==> src/rtl/ps2md_pkg.sv <==
// Package for the PS/2 mouse packet decoder: event codes, register indexes
// and field widths. No dependencies.
package ps2md_pkg;

  localparam int unsigned ByteW   = 8;
  localparam int unsigned CountW  = 4;
  localparam int unsigned CfgIdxW = 2;
  localparam int unsigned CfgW    = 4;
  localparam int unsigned NumEv   = 5;

  typedef enum logic [1:0] {
    EvDown  = 2'd0,
    EvUp    = 2'd1,
    EvMove  = 2'd2,
    EvWheel = 2'd3
  } event_kind_e;

  localparam logic [CfgIdxW-1:0] CfgSyncThreshold = 2'd0;
  localparam logic [CfgIdxW-1:0] CfgStartWheel    = 2'd1;

  localparam logic [CountW-1:0] ThresholdReset = 4'd2;

  // Pending-event slots, in delivery order.
  localparam int unsigned SlotMove  = 3;
  localparam int unsigned SlotWheel = 4;

endpackage

==> src/rtl/ps2_mouse_packet_decoder_top.sv <==
// PS/2 mouse packet decoder, top level. Frames mouse bytes into 3- or 4-byte
// packets and emits button, move and wheel events. Depends on ps2md_pkg.
//
// A completed packet's events pass through the event queue into the output
// register. Throughput: one byte per cycle while no events are queued; a
// byte that completes a packet queues up to five events, which drain one per
// cycle unless the output stalls, so the next byte waits until the last of
// them moves into the output register. Asynchronous active-low reset clears
// all framing state and loads the defaults (threshold 2, three-byte mode).
module ps2_mouse_packet_decoder_top (
  input  logic                             clk_i,
  input  logic                             rst_ni,
  // Byte input channel.
  input  logic                             in_valid_i,
  output logic                             in_ready_o,
  input  logic [ps2md_pkg::ByteW-1:0]      data_byte_i,
  // Event output channel.
  output logic                             out_valid_o,
  input  logic                             out_ready_i,
  output logic [1:0]                       event_kind_o,
  output logic [1:0]                       button_number_o,
  output logic signed [8:0]                delta_x_o,
  output logic signed [9:0]                delta_y_o,
  output logic signed [7:0]                wheel_delta_o,
  output logic                             last_of_packet_o,
  // Configuration write channel.
  input  logic                             cfg_valid_i,
  output logic                             cfg_ready_o,
  input  logic [ps2md_pkg::CfgIdxW-1:0]    cfg_index_i,
  input  logic [ps2md_pkg::CfgW-1:0]       cfg_data_i
);
  import ps2md_pkg::*;

  // Framing and configuration state.
  logic [CountW-1:0] thr_q, thr_d;
  logic [CountW-1:0] cnt_q, cnt_d;
  logic              wheel_q, wheel_d;
  logic [1:0]        pos_q, pos_d;
  logic [2:0]        prev_q, prev_d;
  logic [ByteW-1:0]  pkt_q [3];
  logic              pkt_we;

  // Queue of events produced by the last completed packet. Each bit of the
  // pending mask is one event slot: three buttons, move, wheel.
  logic [NumEv-1:0]  pend_q, pend_d;
  logic [2:0]        btn_q, btn_d;
  logic signed [8:0] dx_q, dx_d;
  logic signed [9:0] dy_q, dy_d;
  logic signed [7:0] wh_q, wh_d;

  // Output register.
  logic              out_valid_q, out_valid_d;
  event_kind_e       kind_q, kind_d;
  logic [1:0]        bnum_q, bnum_d;
  logic signed [8:0] ox_q, ox_d;
  logic signed [9:0] oy_q, oy_d;
  logic signed [7:0] ow_q, ow_d;
  logic              last_q, last_d;

  logic              in_fire, cfg_fire, out_load;
  logic              drop_hdr, complete;
  logic [NumEv-1:0]  sel, new_mask;
  logic [8:0]        x9, y9;
  logic [ByteW-1:0]  y_byte;
  logic [2:0]        buttons, changed;

  // The output register can take a new event when it is empty or being read.
  assign out_load = !out_valid_q || out_ready_i;

  // A new byte is taken only when the queue will be empty after this cycle,
  // so a completed packet always finds room for all of its events.
  assign in_ready_o  = (pend_q == '0) || ($onehot(pend_q) && out_load);
  assign in_fire     = in_valid_i && in_ready_o;
  assign cfg_ready_o = 1'b1;
  assign cfg_fire    = cfg_valid_i;

  // Lowest pending slot goes out first.
  assign sel = pend_q & (~pend_q + NumEv'(1));

  always_comb begin
    // A header byte must carry the sync bit; otherwise it is dropped.
    drop_hdr = (pos_q == 2'd0) && !data_byte_i[3];
    complete = !drop_hdr && (wheel_q ? (pos_q == 2'd3) : (pos_q == 2'd2));

    // In three-byte mode the Y byte is the current one; in wheel mode it was
    // stored and the current byte is the scroll amount.
    y_byte  = wheel_q ? pkt_q[2] : data_byte_i;
    x9      = {pkt_q[0][4], pkt_q[1]};
    y9      = {pkt_q[0][5], y_byte};
    buttons = pkt_q[0][2:0];
    changed = buttons ^ prev_q;

    dx_d = $signed(x9);
    dy_d = -$signed({y9[8], y9});
    wh_d = wheel_q ? $signed(data_byte_i) : 8'sd0;
    btn_d = buttons;

    new_mask = {wh_d != 8'sd0, (x9 != 9'd0) || (y9 != 9'd0), changed};

    thr_d   = thr_q;
    cnt_d   = cnt_q;
    wheel_d = wheel_q;
    pos_d   = pos_q;
    prev_d  = prev_q;
    pkt_we  = 1'b0;

    if (in_fire) begin
      if (drop_hdr) begin
        // Out-of-sync header: count down and flip the format at zero.
        cnt_d = cnt_q - CountW'(1);
        if (cnt_d == '0) begin
          wheel_d = !wheel_q;
          cnt_d   = thr_q;
        end
      end else if (complete) begin
        pos_d  = 2'd0;
        prev_d = buttons;
      end else begin
        pkt_we = 1'b1;
        pos_d  = pos_q + 2'd1;
      end
    end

    // Writes must come only while the block is idle; the block does not enforce it.
    if (cfg_fire) begin
      if (cfg_index_i == CfgSyncThreshold) begin
        thr_d = cfg_data_i;
        cnt_d = cfg_data_i;
      end else if (cfg_index_i == CfgStartWheel) begin
        wheel_d = cfg_data_i[0];
        pos_d   = 2'd0;
        cnt_d   = thr_q;
      end
    end
  end

  // Event queue drain into the output register.
  always_comb begin
    out_valid_d = out_valid_q;
    kind_d      = kind_q;
    bnum_d      = bnum_q;
    ox_d        = ox_q;
    oy_d        = oy_q;
    ow_d        = ow_q;
    last_d      = last_q;
    pend_d      = pend_q;

    if (out_load) begin
      out_valid_d = (pend_q != '0);
      pend_d      = pend_q & ~sel;
      last_d      = ((pend_q & ~sel) == '0);
      ox_d        = 9'sd0;
      oy_d        = 10'sd0;
      ow_d        = 8'sd0;
      bnum_d      = 2'd0;
      kind_d      = EvMove;
      if (sel[0]) begin
        kind_d = btn_q[0] ? EvDown : EvUp;
        bnum_d = 2'd1;
      end else if (sel[1]) begin
        kind_d = btn_q[1] ? EvDown : EvUp;
        bnum_d = 2'd2;
      end else if (sel[2]) begin
        kind_d = btn_q[2] ? EvDown : EvUp;
        bnum_d = 2'd3;
      end else if (sel[SlotMove]) begin
        kind_d = EvMove;
        ox_d   = dx_q;
        oy_d   = dy_q;
      end else if (sel[SlotWheel]) begin
        kind_d = EvWheel;
        ow_d   = wh_q;
      end
    end

    if (in_fire && complete) begin
      pend_d = new_mask;
    end
  end

  always_ff @(posedge clk_i or negedge rst_ni) begin
    if (!rst_ni) begin
      thr_q       <= ThresholdReset;
      cnt_q       <= ThresholdReset;
      wheel_q     <= 1'b0;
      pos_q       <= 2'd0;
      prev_q      <= 3'd0;
      pend_q      <= '0;
      out_valid_q <= 1'b0;
    end else begin
      thr_q       <= thr_d;
      cnt_q       <= cnt_d;
      wheel_q     <= wheel_d;
      pos_q       <= pos_d;
      prev_q      <= prev_d;
      pend_q      <= pend_d;
      out_valid_q <= out_valid_d;
    end
  end

  // Payload registers carry no reset.
  always_ff @(posedge clk_i) begin
    if (pkt_we) begin
      pkt_q[pos_q] <= data_byte_i;
    end
    if (in_fire && complete) begin
      btn_q <= btn_d;
      dx_q  <= dx_d;
      dy_q  <= dy_d;
      wh_q  <= wh_d;
    end
    kind_q <= kind_d;
    bnum_q <= bnum_d;
    ox_q   <= ox_d;
    oy_q   <= oy_d;
    ow_q   <= ow_d;
    last_q <= last_d;
  end

  assign out_valid_o      = out_valid_q;
  assign event_kind_o     = kind_q;
  assign button_number_o  = bnum_q;
  assign delta_x_o        = ox_q;
  assign delta_y_o        = oy_q;
  assign wheel_delta_o    = ow_q;
  assign last_of_packet_o = last_q;

  // A byte is only taken when at most one queued event remains.
  a_accept_queue_room: assert property (@(posedge clk_i) disable iff (!rst_ni)
    in_fire |-> $onehot0(pend_q))
    else $error("byte accepted while events still queued");

  // An event that is not the last one always has a successor queued.
  a_not_last_has_next: assert property (@(posedge clk_i) disable iff (!rst_ni)
    (out_valid_q && !last_q) |-> (pend_q != '0))
    else $error("non-final event without queued successor");

  // Three-byte framing never reaches the fourth byte position.
  a_pos_in_range: assert property (@(posedge clk_i) disable iff (!rst_ni)
    !wheel_q |-> (pos_q != 2'd3))
    else $error("byte position beyond three-byte packet");

endmodule
==> config.mk <==
export PLATFORM = sky130hd
export DESIGN_NAME = ps2_mouse_packet_decoder_top
export DESIGN_NICKNAME = d
export VERILOG_FILES = /design/src/rtl/ps2md_pkg.sv /design/src/rtl/ps2_mouse_packet_decoder_top.sv
export SDC_FILE = /design/constraint.sdc
export NUM_CORES = 1
export LEC_CHECK = 0
export ABC_AREA = 1
export BUFFER_PORTS_ARGS = -buffer_cell sky130_fd_sc_hd__buf_2
export CAP_MARGIN = 5
export CORE_MARGIN = 2
export CORE_UTILIZATION = 52
export DETAILED_ROUTE_END_ITERATION = 10
export PLACE_DENSITY = 0.84
export SYNTH_ARGS = -nofsm -noshare
export SYNTH_HDL_FRONTEND = slang
export SYNTH_SLANG_ARGS = --single-unit
==> constraint.sdc <==
create_clock -name clk_i -period 2.72 [get_ports clk_i]
set_input_delay 0.272 -clock clk_i [delete_from_list [all_inputs] [get_ports clk_i]]
set_output_delay 0.272 -clock clk_i [all_outputs]
set_load 0.02 [all_outputs]
==> impl_metrics.tcl <==
set metrics [dict create \
    final_layout_size_suffix_gt1_share_pct 24.79 \
    fmax_mhz 374.9 \
    nets 507 \
    drc 0 \
    pwr-share-clk_pct 18.1 \
    placed_cells 566 \
    grt_pass1_wl_mm 13.63 \
    finalNonFillerCells 588 \
    fin_area_mm2 0.005301 \
    synth_area_mm2 0.004532 \
    hold_slack_ns 0.1261 \
    synth.avg_cell_area_um2 11.33 \
    cts_sinks 103 \
    syn_nets 432 \
    skew_ns 0.01218 \
    synth_edf_count 83 \
    powerDensity_mw_per_mm2 948.2 \
    worst_pin_slew_ns 0.7566 \
    design.core.area_mm2 0.008593 \
    clk_pin_slew_ns 0.10 \
    yosysSeqAreaShare_pct 66.10 \
    vias 2958 \
    dieHeight_um 97.36 \
    cap_viol_max_count 0 \
    yosys_warnings 0 \
    io_pins 54 \
    fill_cells 662 \
    setup_violations 0 \
    crit_arrival_ns 2.40 \
    critPathMaxFanout 3 \
    leakagePower_nw 2.472 \
    ys_types 37 \
    period_needed_ns 2.667 \
    io_buffers 52 \
    power.total_mw 5.027 \
    antenna_left 0 \
    gp_congestion 0.8336 \
    p_sw_share_pct 37.47 \
    combPwrFrac_pct 34.8 \
    die_w_um 97.36 \
    hp-class "input port to flip-flop" \
    clockBufferDepth 2 \
    start_util_pct 52.74 \
    placed_area_mm2 0.005036 \
    fin_ws_ns 0.05282 \
    grt-ovfl-total 0 \
    p_int_mw 3.143 \
    critPathKind "flip-flop to output pin" \
    grt_pass1_vias 2929 \
    rows 34 \
    critPathCaptureType "output pin" \
    holdPathStages 3 \
    p_switching_mw 1.884 \
    dr.pass1.iters 4 \
    hold_viol 0 \
    drt_iter0_drc 228 \
    grtUsageTotal_pct 17.93 \
    finalSetupTns_ns 0 \
    grt_max_degree 38 \
    htreeDepth 3 \
    place_ws_ns -0.05070 \
    numCtsBuffers 9 \
    n_antenna_cell 0 \
    ir_worst_vdd_uv 334.1 \
    synthCells 400 \
    reg2regPathDepth 12 \
    root_buffer "clkbuf_8" \
    drt_wl_total_mm 8.182 \
    finalCritPeriodShare_pct 98.06 \
    slew_headroom_pct 49.42 \
    slew_viol_final 0 \
    rsz0062_at_grt "yes" \
    wl_per_cell_um 13.91 \
    syn_to_final_growth_pct 16.98 \
    power_frac_seq_pct 47.1 \
    synthFlopType "edfxtp_1" \
    ys_seq_elements 103 \
    ys_async_sr_fraction_pct 19.42 \
    dp_hpwl_mm 6.055 \
    die_area_mm2 0.009478 \
    clock_latency_ns 0.37 \
    antenna_found_initial 0 \
    vias_per_cell 5.031 \
    utilization_pct 61.69 \
    status "finished clean" \
    cp_data_required_time_ns 2.45 \
    cts_tree "built" \
    startpoint_type "flip-flop" \
]
-- final cells by class --
type,count,area [µm²],area share [%]
timing repair buffer,69,402.9,7.600
tap,108,135.1,2.549
clock inverter,7,65.06,1.227
multi-input combinational,211,1262,23.81
clock buffer,9,123.9,2.337
inverter,81,316.6,5.971
sequential,103,2995,56.50
-- worst max-delay path, cell delays in order (launching register included) --
cell,delay (ns)
dfrtp_1,0.38
inv_2,0.05
fa_1,0.52
inv_1,0.05
fa_2,0.53
inv_2,0.04
nor2_2,0.08
nand3_2,0.08
nand2_4,0.11
buf_2,0.18
-- synthesized netlist by cell type, types with 2 or more instances --
master	n	area share, %
edfxtp_1	83	55
inv_1	76	6.3
nand2_1	65	5.4
nor2_1	43	3.6
nand3_1	24	2.7
dfrtp_1	18	9.9
o21ai_0	16	1.8
ha_1	11	3.0
xor2_1	8	1.5
a21oi_1	6	0.66
nand4_1	5	0.69
xnor2_1	4	0.77
buf_2	3	0.33
inv_2	3	0.25
nor2_2	3	0.41
nor3_1	3	0.33
o21ai_2	3	0.58
a21boi_4	2	0.83
dfstp_2	2	1.2
fa_1	2	0.88
nand2_2	2	0.28
nor4_1	2	0.28
o22ai_1	2	0.28
-- state kept, by name, summed over array words and instances, names as in the netlist, 3 cells and up --
signal / count
wheel_delta_o: 8
delta_x_o: 9
cnt_q: 4
pend_q: 5
dy_q: 10
prev_q: 3
delta_y_o: 10
pkt_q: 21
dx_q: 9
wh_q: 8
thr_q: 4
btn_q: 3
-- timing repair --
item                       CTS  global route
hold endpoints to repair    18             0
gates resized for setup      3             7
setup endpoints to repair   18            50
pin swaps                    3             5
hold buffers                 1             0
setup buffers                1             4
-- per-layer routing --
layer | routed length, µm | GRT usage (%) | vias to the layer above
met2 | 4299 | 31.68 | 81
li1 | - | - | 1450
met4 | 132 | 6.410 | 0
met3 | 400 | 2.590 | 12
met5 | 0 | 0 | -
met1 | 3349 | 22.70 | 1415
-- kinds of logic (layout without fill, tap and decap cells) --
kind of cell	Yosys count	count (layout)	share of synthesized area (%)
compound gates	31	31	4.473
xor+xnor	12	12	2.319
fa+ha+maj	13	13	3.920
buf+inv	86	166	7.620
flops	103	103	66.10
mux	2	2	0.7178
other cells	1	1	0.08275
simple gates	152	152	14.77
-- cells in the final DEF, fill, tap and decap left out, drive strengths merged --
cell type,Yosys,layout
fa,2,2
a2111oi,1,1
dfrtp,18,18
a21boi,2,2
nor4,2,2
nand3,25,25
o22ai,2,2
xor2,8,8
clkinv,0,3
clkbuf,0,9
nand4,5,5
conb,1,1
buf,5,68
inv,81,84
o21ai,19,19
nand2,68,68
dfstp,2,2
or2,2,2
nor3,3,3
nor2,47,47
o21bai,1,1
clkinvlp,0,1
ha,11,11
mux2i,2,2
xnor2,4,4
dlygate4sd3,0,1
a21oi,6,6
edfxtp,83,83
-- power groups by stage --
stage,clock network [mW],logic [mW],registers (mW)
CTS,0.918,1.70,2.37
global route,0.980,1.92,2.41
floorplan,0,0.974,2.59
global placement,0,1.57,2.38
finish,0.908,1.75,2.37
detailed placement,0,1.66,2.41
-- final timing paths --
path	slack [ns]	end	from
max	0.05	in_ready_o	pend_q[3]
min in group asynchronous	0.38	thr_q[3]	rst_ni
min reg2reg	0.46	dx_q[3]	pkt_q[1][3]
min	0.13	thr_q[1]	cfg_data_i[1]
max reg2reg	0.07	pkt_q[1][3]	pend_q[3]
max in group asynchronous	1.99	cnt_q[1]	rst_ni
Power figures use the tool's default switching activity.
